`config.mk`:
```
export PLATFORM = sky130hd
export DESIGN_NAME = led_level_bar_animator
export DESIGN_NICKNAME = d
export VERILOG_FILES = /design/src/rtl/lba_pkg.sv /design/src/rtl/led_level_bar_animator.sv
export SDC_FILE = /design/constraint.sdc
export NUM_CORES = 1
export LEC_CHECK = 0
export BUFFER_PORTS_ARGS = -buffer_cell sky130_fd_sc_hd__buf_2
export CAP_MARGIN = 25
export CORE_MARGIN = 8
export CORE_UTILIZATION = 50
export DETAILED_ROUTE_END_ITERATION = 7
export PLACE_DENSITY = 0.75
export SYNTH_ARGS = -nofsm -noshare
export SYNTH_HDL_FRONTEND = slang
export SYNTH_SLANG_ARGS = --single-unit
```
`constraint.sdc`:
```
create_clock -name clk -period 12.9 [get_ports clk]
set_input_delay 0.645 -clock clk [delete_from_list [all_inputs] [get_ports clk]]
set_output_delay 0.645 -clock clk [all_outputs]
set_load 0.02 [all_outputs]
```
`src/rtl/lba_pkg.sv`:
```
// shared types, codes and constants for the led level bar animator
// no dependencies; used by led_level_bar_animator
package lba_pkg;

    localparam int BAR_WIDTH     = 8;
    localparam int NOBODY_CODE   = 15;
    localparam int BLINK_HALF_MS = 250;

    localparam int MASK_W  = 8;
    localparam int STEP_W  = 5;
    localparam int LEVEL_W = 4;
    localparam int MS_W    = 32;
    localparam int SPAN_W  = 16;
    localparam int PADDR_W = 5;

    // item codes
    localparam logic [2:0] MODE_TICK    = 3'd0;
    localparam logic [2:0] MODE_SHOW    = 3'd1;
    localparam logic [2:0] MODE_OPEN    = 3'd2;
    localparam logic [2:0] MODE_PICK    = 3'd3;
    localparam logic [2:0] MODE_ACCEPT  = 3'd4;
    localparam logic [2:0] MODE_DISMISS = 3'd5;
    localparam logic [2:0] MODE_CLOSE   = 3'd6;
    localparam logic [2:0] MODE_DEFER   = 3'd7;

    // bar phases
    localparam logic [2:0] PH_OFF     = 3'd0;
    localparam logic [2:0] PH_IN      = 3'd1;
    localparam logic [2:0] PH_HOLD    = 3'd2;
    localparam logic [2:0] PH_CONFIRM = 3'd3;
    localparam logic [2:0] PH_OUT     = 3'd4;

    // register indexes
    localparam logic [2:0] REG_READOUT_SPAN  = 3'd0;
    localparam logic [2:0] REG_ARM_SPAN      = 3'd1;
    localparam logic [2:0] REG_FILL_STEP_MS  = 3'd2;
    localparam logic [2:0] REG_EXIT_DWELL_MS = 3'd3;
    localparam logic [2:0] REG_FLASH_HALF_MS = 3'd4;
    localparam logic [2:0] REG_FLASH_COUNT   = 3'd5;

    localparam logic [15:0] RST_READOUT_SPAN  = 16'd1500;
    localparam logic [15:0] RST_ARM_SPAN      = 16'd4000;
    localparam logic [15:0] RST_FILL_STEP_MS  = 16'd60;
    localparam logic [15:0] RST_EXIT_DWELL_MS = 16'd150;
    localparam logic [15:0] RST_FLASH_HALF_MS = 16'd120;
    localparam logic [3:0]  RST_FLASH_COUNT   = 4'd2;

    typedef struct packed {
        logic [2:0]  mode;
        logic [3:0]  who;
        logic [3:0]  want;
        logic [15:0] defer_ms;
    } lba_in_t;

    typedef struct packed {
        logic [7:0] bar_mask;
        logic       is_armed;
        logic [3:0] owner_id;
        logic       is_showing;
        logic       blink_on;
    } lba_out_t;

    // lowest n lamps lit, saturating at the mask width
    function automatic logic [MASK_W-1:0] lamps_upto(input logic [5:0] n);
        logic [MASK_W-1:0] res;
        if (n >= 6'(MASK_W))
        begin
            res = '1;
        end
        else
        begin
            res = (MASK_W'(1) << n) - MASK_W'(1);
        end
        return res;
    endfunction

endpackage

```
`src/rtl/led_level_bar_animator.sv`:
```
// led level bar animator: phase sequencer, hold timing and blink tracking
// depends on lba_pkg
// an accepted item waits in the input register; its result is then registered
// throughput: one item per cycle unless out_ready stalls the result register,
// set by the single next-state pass between the input and result registers
// reset: bar off, all timers and counters zero, config registers at defaults
// elapsed times are kept as running counters, so no divider is needed for blink
module led_level_bar_animator
(
    input  logic                          clk,
    input  logic                          rst_n,
    input  logic                          in_valid,
    output logic                          in_ready,
    input  lba_pkg::lba_in_t              in_data,
    output logic                          out_valid,
    input  logic                          out_ready,
    output lba_pkg::lba_out_t             out_data,
    input  logic                          psel,
    input  logic                          penable,
    input  logic                          pwrite,
    input  logic [lba_pkg::PADDR_W-1:0]   paddr,
    input  logic [31:0]                   pwdata,
    output logic [31:0]                   prdata,
    output logic                          pready
);

    localparam logic [15:0] BLINK_LAST = 16'(lba_pkg::BLINK_HALF_MS - 1);
    localparam logic [5:0]  BAR_W6     = 6'(lba_pkg::BAR_WIDTH);
    localparam logic [3:0]  BAR_W4     = 4'(lba_pkg::BAR_WIDTH);
    localparam logic [3:0]  NOBODY     = 4'(lba_pkg::NOBODY_CODE);

    // configuration
    logic [15:0] readout_span_reg;
    logic [15:0] arm_span_reg;
    logic [15:0] fill_step_reg;
    logic [15:0] exit_dwell_reg;
    logic [15:0] flash_half_reg;
    logic [3:0]  flash_count_reg;
    logic [2:0]  reg_index;
    logic        cfg_write;

    // pipeline
    logic             s1_valid_reg;
    lba_pkg::lba_in_t s1_item_reg;
    logic             out_valid_reg;
    lba_pkg::lba_out_t out_item_reg;
    logic             advance;

    // bar state
    logic [2:0]  phase_reg, phase_next;
    logic [4:0]  step_reg, step_next;
    logic [31:0] frame_el_reg, frame_el_next;
    logic [31:0] hold_el_reg, hold_el_next;
    logic [15:0] hold_len_reg, hold_len_next;
    logic [3:0]  owner_reg, owner_next;
    logic [3:0]  level_reg, level_next;
    logic        armed_reg, armed_next;
    logic [15:0] blink_rem_reg, blink_rem_next;
    logic        blink_par_reg, blink_par_next;

    // scratch
    logic [31:0] frame_tick;
    logic [31:0] hold_tick;
    logic [15:0] rem_tick;
    logic        par_tick;
    logic [4:0]  step_inc;
    logic        last_frame;
    logic [15:0] out_thresh;
    logic [15:0] span_sel;
    logic [3:0]  want_sat;
    logic        showing;
    logic        leave;
    logic        hold_restart;
    logic [31:0] hold_left;
    logic [7:0]  lit;
    logic [7:0]  mask_next;

    assign pready    = 1'b1;
    assign reg_index = paddr[lba_pkg::PADDR_W-1:2];
    assign cfg_write = psel && penable && pwrite;

    always_ff @(posedge clk or negedge rst_n)
    begin
        if (!rst_n)
        begin
            readout_span_reg <= lba_pkg::RST_READOUT_SPAN;
            arm_span_reg     <= lba_pkg::RST_ARM_SPAN;
            fill_step_reg    <= lba_pkg::RST_FILL_STEP_MS;
            exit_dwell_reg   <= lba_pkg::RST_EXIT_DWELL_MS;
            flash_half_reg   <= lba_pkg::RST_FLASH_HALF_MS;
            flash_count_reg  <= lba_pkg::RST_FLASH_COUNT;
        end
        else if (cfg_write)
        begin
            case (reg_index)
                lba_pkg::REG_READOUT_SPAN:  readout_span_reg <= pwdata[15:0];
                lba_pkg::REG_ARM_SPAN:      arm_span_reg     <= pwdata[15:0];
                lba_pkg::REG_FILL_STEP_MS:  fill_step_reg    <= pwdata[15:0];
                lba_pkg::REG_EXIT_DWELL_MS: exit_dwell_reg   <= pwdata[15:0];
                lba_pkg::REG_FLASH_HALF_MS: flash_half_reg   <= pwdata[15:0];
                lba_pkg::REG_FLASH_COUNT:   flash_count_reg  <= pwdata[3:0];
                default:
                begin
                end
            endcase
        end
    end

    always_comb
    begin
        case (reg_index)
            lba_pkg::REG_READOUT_SPAN:  prdata = {16'd0, readout_span_reg};
            lba_pkg::REG_ARM_SPAN:      prdata = {16'd0, arm_span_reg};
            lba_pkg::REG_FILL_STEP_MS:  prdata = {16'd0, fill_step_reg};
            lba_pkg::REG_EXIT_DWELL_MS: prdata = {16'd0, exit_dwell_reg};
            lba_pkg::REG_FLASH_HALF_MS: prdata = {16'd0, flash_half_reg};
            lba_pkg::REG_FLASH_COUNT:   prdata = {28'd0, flash_count_reg};
            default:                    prdata = 32'd0;
        endcase
    end

    // handshake
    assign advance   = s1_valid_reg && (!out_valid_reg || out_ready);
    assign in_ready  = !s1_valid_reg || advance;
    assign out_valid = out_valid_reg;
    assign out_data  = out_item_reg;

    always_ff @(posedge clk or negedge rst_n)
    begin
        if (!rst_n)
        begin
            s1_valid_reg  <= 1'b0;
            out_valid_reg <= 1'b0;
        end
        else
        begin
            if (in_ready)
            begin
                s1_valid_reg <= in_valid;
            end
            if (advance)
            begin
                out_valid_reg <= 1'b1;
            end
            else if (out_ready)
            begin
                out_valid_reg <= 1'b0;
            end
        end
    end

    always_ff @(posedge clk)
    begin
        if (in_ready && in_valid)
        begin
            s1_item_reg <= in_data;
        end
    end

    // next state for the item in the input register
    always_comb
    begin
        phase_next     = phase_reg;
        step_next      = step_reg;
        frame_el_next  = frame_el_reg;
        hold_el_next   = hold_el_reg;
        hold_len_next  = hold_len_reg;
        owner_next     = owner_reg;
        level_next     = level_reg;
        armed_next     = armed_reg;
        blink_rem_next = blink_rem_reg;
        blink_par_next = blink_par_reg;

        frame_tick = frame_el_reg + 32'd1;
        hold_tick  = hold_el_reg + 32'd1;
        if (hold_el_reg == '1)
        begin
            rem_tick = 16'd0;
            par_tick = 1'b0;
        end
        else if (blink_rem_reg == BLINK_LAST)
        begin
            rem_tick = 16'd0;
            par_tick = !blink_par_reg;
        end
        else
        begin
            rem_tick = blink_rem_reg + 16'd1;
            par_tick = blink_par_reg;
        end

        step_inc   = step_reg + 5'd1;
        last_frame = (level_reg == 4'd0) || (({1'b0, step_reg} + 6'd1) >= BAR_W6);
        out_thresh = last_frame ? exit_dwell_reg : fill_step_reg;
        showing    = (phase_reg == lba_pkg::PH_IN) || (phase_reg == lba_pkg::PH_HOLD);
        span_sel   = (s1_item_reg.mode == lba_pkg::MODE_OPEN) ? arm_span_reg
                                                             : readout_span_reg;
        want_sat   = (s1_item_reg.want > BAR_W4) ? BAR_W4 : s1_item_reg.want;
        hold_left  = (hold_el_reg < {16'd0, hold_len_reg})
                   ? ({16'd0, hold_len_reg} - hold_el_reg) : 32'd0;
        leave        = 1'b0;
        hold_restart = 1'b0;

        case (s1_item_reg.mode)
            lba_pkg::MODE_TICK:
            begin
                frame_el_next  = frame_tick;
                hold_el_next   = hold_tick;
                blink_rem_next = rem_tick;
                blink_par_next = par_tick;
                case (phase_reg)
                    lba_pkg::PH_IN:
                    begin
                        if (frame_tick >= {16'd0, fill_step_reg})
                        begin
                            frame_el_next = 32'd0;
                            step_next     = step_inc;
                            if (step_inc >= {1'b0, level_reg})
                            begin
                                phase_next   = lba_pkg::PH_HOLD;
                                hold_restart = 1'b1;
                            end
                        end
                    end
                    lba_pkg::PH_HOLD:
                    begin
                        if (hold_tick >= {16'd0, hold_len_reg})
                        begin
                            leave = 1'b1;
                        end
                    end
                    lba_pkg::PH_CONFIRM:
                    begin
                        if (frame_tick >= {16'd0, flash_half_reg})
                        begin
                            frame_el_next = 32'd0;
                            step_next     = step_inc;
                            if (step_inc >= {flash_count_reg, 1'b0})
                            begin
                                phase_next = lba_pkg::PH_OFF;
                                owner_next = NOBODY;
                            end
                        end
                    end
                    lba_pkg::PH_OUT:
                    begin
                        if (frame_tick >= {16'd0, out_thresh})
                        begin
                            frame_el_next = 32'd0;
                            step_next     = step_inc;
                            if ({1'b0, step_inc} >= BAR_W6)
                            begin
                                phase_next = lba_pkg::PH_OFF;
                                owner_next = NOBODY;
                            end
                        end
                    end
                    default:
                    begin
                    end
                endcase
            end
            lba_pkg::MODE_SHOW, lba_pkg::MODE_OPEN:
            begin
                owner_next    = s1_item_reg.who;
                level_next    = want_sat;
                hold_len_next = span_sel;
                armed_next    = (s1_item_reg.mode == lba_pkg::MODE_OPEN);
                if (showing)
                begin
                    hold_restart = 1'b1;
                end
                else
                begin
                    phase_next    = lba_pkg::PH_IN;
                    step_next     = 5'd1;
                    frame_el_next = 32'd0;
                end
            end
            lba_pkg::MODE_PICK:
            begin
                if (armed_reg && (s1_item_reg.want != 4'd0) && (s1_item_reg.want <= BAR_W4))
                begin
                    level_next    = s1_item_reg.want;
                    armed_next    = 1'b0;
                    phase_next    = lba_pkg::PH_CONFIRM;
                    step_next     = 5'd0;
                    frame_el_next = 32'd0;
                end
            end
            lba_pkg::MODE_ACCEPT:
            begin
                leave = armed_reg;
            end
            lba_pkg::MODE_DISMISS:
            begin
                leave = 1'b1;
            end
            lba_pkg::MODE_CLOSE:
            begin
                if (owner_reg == s1_item_reg.who)
                begin
                    phase_next = lba_pkg::PH_OFF;
                    armed_next = 1'b0;
                    owner_next = NOBODY;
                end
            end
            lba_pkg::MODE_DEFER:
            begin
                if (phase_reg == lba_pkg::PH_IN)
                begin
                    if (hold_len_reg < s1_item_reg.defer_ms)
                    begin
                        hold_len_next = s1_item_reg.defer_ms;
                    end
                end
                else if (phase_reg == lba_pkg::PH_HOLD)
                begin
                    if (hold_left < {16'd0, s1_item_reg.defer_ms})
                    begin
                        hold_restart  = 1'b1;
                        hold_len_next = s1_item_reg.defer_ms;
                    end
                end
            end
            default:
            begin
            end
        endcase

        if (leave)
        begin
            armed_next = 1'b0;
            if ((phase_reg != lba_pkg::PH_OFF) && (phase_reg != lba_pkg::PH_OUT))
            begin
                phase_next    = lba_pkg::PH_OUT;
                step_next     = 5'd1;
                frame_el_next = 32'd0;
            end
        end

        if (hold_restart)
        begin
            hold_el_next   = 32'd0;
            blink_rem_next = 16'd0;
            blink_par_next = 1'b0;
        end
    end

    // lamp mask after the item
    always_comb
    begin
        lit = lba_pkg::lamps_upto({2'd0, level_next});
        case (phase_next)
            lba_pkg::PH_IN:      mask_next = lit & lba_pkg::lamps_upto({1'b0, step_next});
            lba_pkg::PH_HOLD:    mask_next = lit;
            lba_pkg::PH_CONFIRM: mask_next = step_next[0] ? 8'd0 : lit;
            lba_pkg::PH_OUT:
            begin
                if ({1'b0, step_next} >= BAR_W6)
                begin
                    mask_next = 8'd0;
                end
                else
                begin
                    mask_next = (lit << step_next)
                              & lba_pkg::lamps_upto(BAR_W6);
                end
            end
            default:             mask_next = 8'd0;
        endcase
    end

    always_ff @(posedge clk or negedge rst_n)
    begin
        if (!rst_n)
        begin
            phase_reg     <= lba_pkg::PH_OFF;
            step_reg      <= 5'd0;
            frame_el_reg  <= 32'd0;
            hold_el_reg   <= 32'd0;
            hold_len_reg  <= 16'd0;
            owner_reg     <= 4'd0;
            level_reg     <= 4'd0;
            armed_reg     <= 1'b0;
            blink_rem_reg <= 16'd0;
            blink_par_reg <= 1'b0;
        end
        else if (advance)
        begin
            phase_reg     <= phase_next;
            step_reg      <= step_next;
            frame_el_reg  <= frame_el_next;
            hold_el_reg   <= hold_el_next;
            hold_len_reg  <= hold_len_next;
            owner_reg     <= owner_next;
            level_reg     <= level_next;
            armed_reg     <= armed_next;
            blink_rem_reg <= blink_rem_next;
            blink_par_reg <= blink_par_next;
        end
    end

    always_ff @(posedge clk)
    begin
        if (advance)
        begin
            out_item_reg.bar_mask   <= mask_next;
            out_item_reg.is_armed   <= armed_next;
            out_item_reg.owner_id   <= owner_next;
            out_item_reg.is_showing <= (phase_next == lba_pkg::PH_IN)
                                    || (phase_next == lba_pkg::PH_HOLD);
            out_item_reg.blink_on   <= !blink_par_next;
        end
    end

endmodule

```
==> impl_metrics.toml, run 1 <==
[cells_and_area]
fin_nets = 2326
num_antenna_cells = 0
area_delta_synth_final_pct = 10.0
nFillCells = 3159
finalNonFillerCells = 2612
final_util_pct = 55.7
drive_above_1_share_pct = 13.9

[global_routing]
grt_pass1_vias = 16100
grtUsageTotal_pct = 24.2
grt_max_degree = 71
grt_pass1_wl_mm = 84.2
overflow = 0
antenna_found_initial = 0

[timing]
finalMaxSlewViolations = 0
min_period_ps = 6840
hold_viol = 0
fin_crit_sh_pct = 53.0
tns_ps = 0
worstMarginPinSlew_ps = 1000
skew_ps = 34.4
max_slew_margin_pct = 33.1
setup_viol = 0
fmax_mhz = 146
rsz0062_at_grt = "no"

[route]
viasPerCell = 6.25
wirelength_mm = 51.6
first_pass_iters = 7
ant_nets = 0
routedWlPerCell_um = 19.7
dr.first_iter.drc_count = 1371
vias = 16300
drc_errors = 0

[setup_path]
cp-end-kind = "flop"
cp_data_required_time_ps = 13220
crit_fanout = 11
crit_type = "reg2reg"
arrival_ps = 7160
start_kind = "flop"

[clocking]
cts_buffers = 29
clockRootBuffer = "clkbuf_16"
clkSinkCount = 242
path_clk_slew_ps = 60
htreeDepth = 1
cts_tree = "done"
cts_setup_buffers = 0
clock_path_buffers = 3
ctsResizeCount = 0
clk_latency_ps = 600

[die]
num_rows = 69
die_w_um = 206
core-area_um2 = 35500
fp.dieH_um = 206
pin_count = 121
die_area_um2 = 42200
start_util_pct = 50.6

[placed_design]
port_buffers = 85
gp_congestion = 0.942
placed_cells = 2553
place_hpwl_mm = 37.4

[outcome]
status = "finished, final reports clean"

[yosys]
yosys_warnings = 0
netlist_instances = 2090
synth_area_per_cell_um2 = 8.59
synth-seq-cells = 242
ys_seq_area_share_pct = 35.1
synth_top_area_share_pct = 24.2
ys.flop_type = "dfrtp_1"
netlist_area_um2 = 18000
synth_edf_count = 42
yosysUniqueCellTypes = 93
synth_common_cells = "nand2_1, o21ai_0, dfrtp_1"
async_reset_ff_share_pct = 82.6
synth.most_common_cell = "nand2_1"
yosysTopAreaCell = "dfrtp_1"
ys_top_cells_by_area = "dfrtp_1, ha_1, edfxtp_1, o21ai_0, nand2_1"

[power_and_ir_drop]
p_per_area_nw_per_um2 = 161
ir_drop_uv = 116
power_mw = 3.19
p_leak_nw = 8.69

[job]
max_cap_viol_count = 0

[min_path]
min_path_type = "in2reg"
## critical path, cell delays in order (launching register included)
cell and delay [ps]:
dfrtp_1 500, ha_1 300, nand4_1 300, nor3_1 410, buf_4 260, xor2_1 400
ha_1 350, a21oi_1 150, a21boi_0 90, a211o_1 280, a221oi_1 760, o2bb2ai_1 290
o31ai_4 450, nor3_1 160, o41ai_2 730, nand3_1 160, ha_1 260, inv_1 150
a41o_1 140, a31o_1 100, a311oi_1 90, a211o_1 250
## final cells by class
type                    count  area [µm²]  share of cell area (%)
flip-flops and latches    242        6300                    31.9
multi-input cells        1599       10700                    54.1
clock buffers              41         841                    4.26
inverters                 146         548                    2.77
well taps                 461         577                    2.92
repair buffers            110         667                    3.38
clock inverters            13         134                   0.678
## stage by stage
step,cell area [µm²],worst slack [ps],hold WS (ps)
floorplan,18000,7570,349
global placement,18700,6280,473
detailed placement,18700,6190,491
CTS,19700,6190,211
global route,19800,5620,209
finish,19800,6060,225
## layer usage
metal	wire, µm	vias up	track usage [%]
met2	24500	585	40.4
met5	0	-	0
met4	1650	0	8.14
li1	-	7692	-
met3	3290	109	3.05
met1	22100	7944	32.0
## cell families (layout without fill, tap and decap cells)
logic type / count (synthesis) / in the layout / synth area share (%)
AOI/OAI and AO/OA: 574 / 574 / 20.6
xor gates and xnor gates: 52 / 52 / 2.54
adders and majority gates: 131 / 131 / 9.11
buffers and inverters: 264 / 310 / 5.96
DFF: 242 / 242 / 35.1
muxes: 103 / 103 / 6.94
other: 2 / 17 / 0.0418
and+or+nand+nor: 722 / 722 / 19.7
## what timing repair did
action	4_1_cts	5_1_grt
endpoints found under the setup margin	0	0
hold buffers	1	0
endpoints found under the hold margin	9	0
## path summary, 6_finish.rpt
| path | from | endpoint | slack [ps] | depth (start not counted) |
|---|---|---|---|---|
| min in group asynchronous | rst_n | hold_el_reg[13]$_DFFE_PN0P_ | 550 | 2 |
| hold reg to reg | s1_valid_reg$_DFFE_PN0N_ | out_valid$_DFFE_PN0P_ | 510 | 1 |
| hold / removal | in_data[0] | s1_item_reg[0]$_DFFE_PP_ | 230 | 1 |
| setup / recovery | frame_el_reg[0]$_DFFE_PN0P_ | out_data[11]$_DFFE_PP_ | 6060 | 21 |
| max in group asynchronous | rst_n | exit_dwell_reg[7]$_DFFE_PN1P_ | 11160 | 4 |
| setup reg to reg | frame_el_reg[0]$_DFFE_PN0P_ | out_data[11]$_DFFE_PP_ | 6060 | 21 |
## cells in the final DEF (no fill, tap or decap), types with 11 or more instances in the layout
master / netlist / final
a211o_1: 12 / 12
a21o_1: 27 / 27
a21oi_1: 107 / 107
a22o_1: 20 / 20
a31oi_1: 23 / 22
and2_1: 17 / 16
and3_1: 27 / 27
buf_2: 5 / 85
buf_4: 17 / 19
clkbuf_16: 0 / 29
conb_1: 2 / 17
dfrtp_1: 174 / 174
dfstp_2: 26 / 26
edfxtp_1: 42 / 42
ha_1: 126 / 126
inv_1: 146 / 146
mux2_2: 62 / 62
mux2i_1: 30 / 30
mux4_2: 11 / 11
nand2_1: 236 / 236
nand2b_1: 19 / 19
nand3_1: 76 / 76
nand4_1: 42 / 42
nor2_1: 136 / 135
nor2b_1: 17 / 17
nor3_1: 44 / 41
nor4_1: 20 / 20
o211ai_1: 16 / 16
o21ai_0: 186 / 186
o22ai_1: 38 / 38
o31ai_1: 17 / 16
or2_2: 15 / 15
or3_1: 24 / 24
xnor2_1: 30 / 30
xor2_1: 22 / 22
## report_power, final
part / leakage [nW] / internal, mW / switching (mW)
clock: 0.488 / 0.494 / 0.344
combinational: 5.32 / 0.480 / 0.740
sequential: 2.88 / 0.954 / 0.177
total: 8.69 / 1.93 / 1.26
(Power assumes the default switching activity.)
==> run 2, diff against run 1 <==
- PLACE_DENSITY: 0.75 -> 0.78
- clock period: 12.9 -> 5.65 ns (I/O delays scaled with it)
==> impl_metrics.toml, run 2 (synthesized netlist as in run 1, its figures left out) <==
[route]
routedWlPerCell_um = 20.0
dr.first_iter.drc_count = 1662
ant_nets = 0
drc_errors = 0
wirelength_mm = 55.1
first_pass_iters = 7
vias = 17200
viasPerCell = 6.27

[die]
num_rows = 69
core-area_um2 = 35500
start_util_pct = 50.6
fp.dieH_um = 206
pin_count = 121
die_w_um = 206
die_area_um2 = 42200

[global_routing]
met2_usage_pct = 42.9
overflow = 0
grt_util_met3_pct = 3.95
met1_usage_pct = 32.7
grt_pass1_vias = 16700
top_usage_layer = "met2"
grtUsageTotal_pct = 25.4
grt_pass1_wl_mm = 87.9
antenna_found_initial = 0
grt_max_degree = 93

[timing]
finalMaxSlewViolations = 0
setup_viol = 0
max_slew_margin_pct = 28.3
worstMarginPinSlew_ps = 1060
skew_ps = 33.3
hold_viol = 0
finalWorstSetupSlack_ps = 206
fmax_mhz = 184
fin_crit_sh_pct = 96.4
min_period_ps = 5440
tns_ps = 0
hold_ws_ps = 62.1

[setup_path]
worst_path_dominant_cell_family = "compound AO/OA/AOI/OAI gates"
start_kind = "flop"
r2r_slack_ps = 210
ff2ff_path_depth = 31
cp-end-kind = "flop"
slowest_stage = "fa_1"
arrival_ps = 5900
crit_fanout = 12
slowest_delay_ps = 400
crit_type = "reg2reg"
cp_data_required_time_ps = 6110
critPathBufInv = 5
timing.rr.end = "blink_rem_reg[9]$_DFFE_PN0P_"
cp_common_cell = "a21oi_2"
r2r-start = "hold_len_reg[0]$_DFFE_PN0P_"

[placed_design]
gp_congestion = 0.960
place_hpwl_mm = 39.0
placed_cell_area_um2 = 19400
place_ws_ps = -93.2
port_buffers = 85
placed_cells = 2639

[clocking]
clockRootBuffer = "clkbuf_16"
clk_latency_ps = 590
path_clk_slew_ps = 60
htreeDepth = 1
cts_buffers = 29
cts_tree = "done"
clkSinkCount = 242
clock_path_buffers = 3

[power_and_ir_drop]
p_leak_nw = 9.35
power_mw = 7.51
p_per_area_nw_per_um2 = 356
ir_drop_uv = 294

[cells_and_area]
design_area_um2 = 21100
fin_nets = 2462
final_util_pct = 59.5
area_delta_synth_final_pct = 17.6
nFillCells = 2963
final_cell_mix = "nand2_1, o21ai_0, dfrtp_1"
num_antenna_cells = 0
drive_above_1_share_pct = 18.6
finalNonFillerCells = 2748
final_common_cell = "nand2_1"

[min_path]
min-delay-start = "pwdata[0]"
min_to = "exit_dwell_reg[0]$_DFFE_PN0P_"
min_path_type = "in2reg"
hold-path-cell-count = 2

[job]
max_cap_viol_count = 0

[outcome]
status = "finished, final reports clean"
## run 2: final cells by class
class	count	area, µm²	area share [%]
inverter	146	548	2.60
clock inverter	22	194	0.919
tap	461	577	2.73
multi-input combinational	1599	10900	51.5
sequential	242	6300	29.9
clock buffer	32	747	3.54
timing repair buffer	246	1860	8.82
## run 2: metal layers
metal	up-vias	share of wire [%]
li1	7980	-
met1	8443	42
met2	677	48
met3	132	7.0
met4	0	3.3
met5	-	0
## run 2: how the worst max path moves through the flow
stage / to / cells after the start / start
after floorplan: out_data[11]$_DFFE_PP_ / 23 / frame_el_reg[0]$_DFFE_PN0P_
after CTS: out_data[11]$_DFFE_PP_ / 28 / step_reg[1]$_DFFE_PN0P_
after global routing: blink_rem_reg[9]$_DFFE_PN0P_ / 31 / hold_len_reg[0]$_DFFE_PN0P_
after global placement: out_data[11]$_DFFE_PP_ / 27 / frame_el_reg[0]$_DFFE_PN0P_
after detailed placement: blink_rem_reg[9]$_DFFE_PN0P_ / 29 / hold_len_reg[0]$_DFFE_PN0P_
final: blink_rem_reg[9]$_DFFE_PN0P_ / 31 / hold_len_reg[0]$_DFFE_PN0P_
## run 2: where the power goes
group,internal [mW],switching [mW],leakage (nW)
Sequential,2.18,0.390,2.87
Combinational,1.26,1.81,6.02
Clock,1.05,0.820,0.458
## run 2: timing repair
item	4_1_cts	5_1_grt
pin swaps	0	14
gates resized for setup	3	47
setup endpoints to repair	7	71
buffers inserted	0	7
hold buffers	45	0
gates cloned	0	3
endpoints found under the hold margin	161	0
## run 2: worst register-to-register path, delay by kind of cell (launching register included)
kind / cells / cell delay, ps
adders and majority gates: 3 / 860
AOI/OAI and AO/OA: 14 / 2100
and+or+nand+nor: 8 / 1130
DFF: 1 / 390
buffers and inverters: 5 / 660
xor gates and xnor gates: 1 / 180
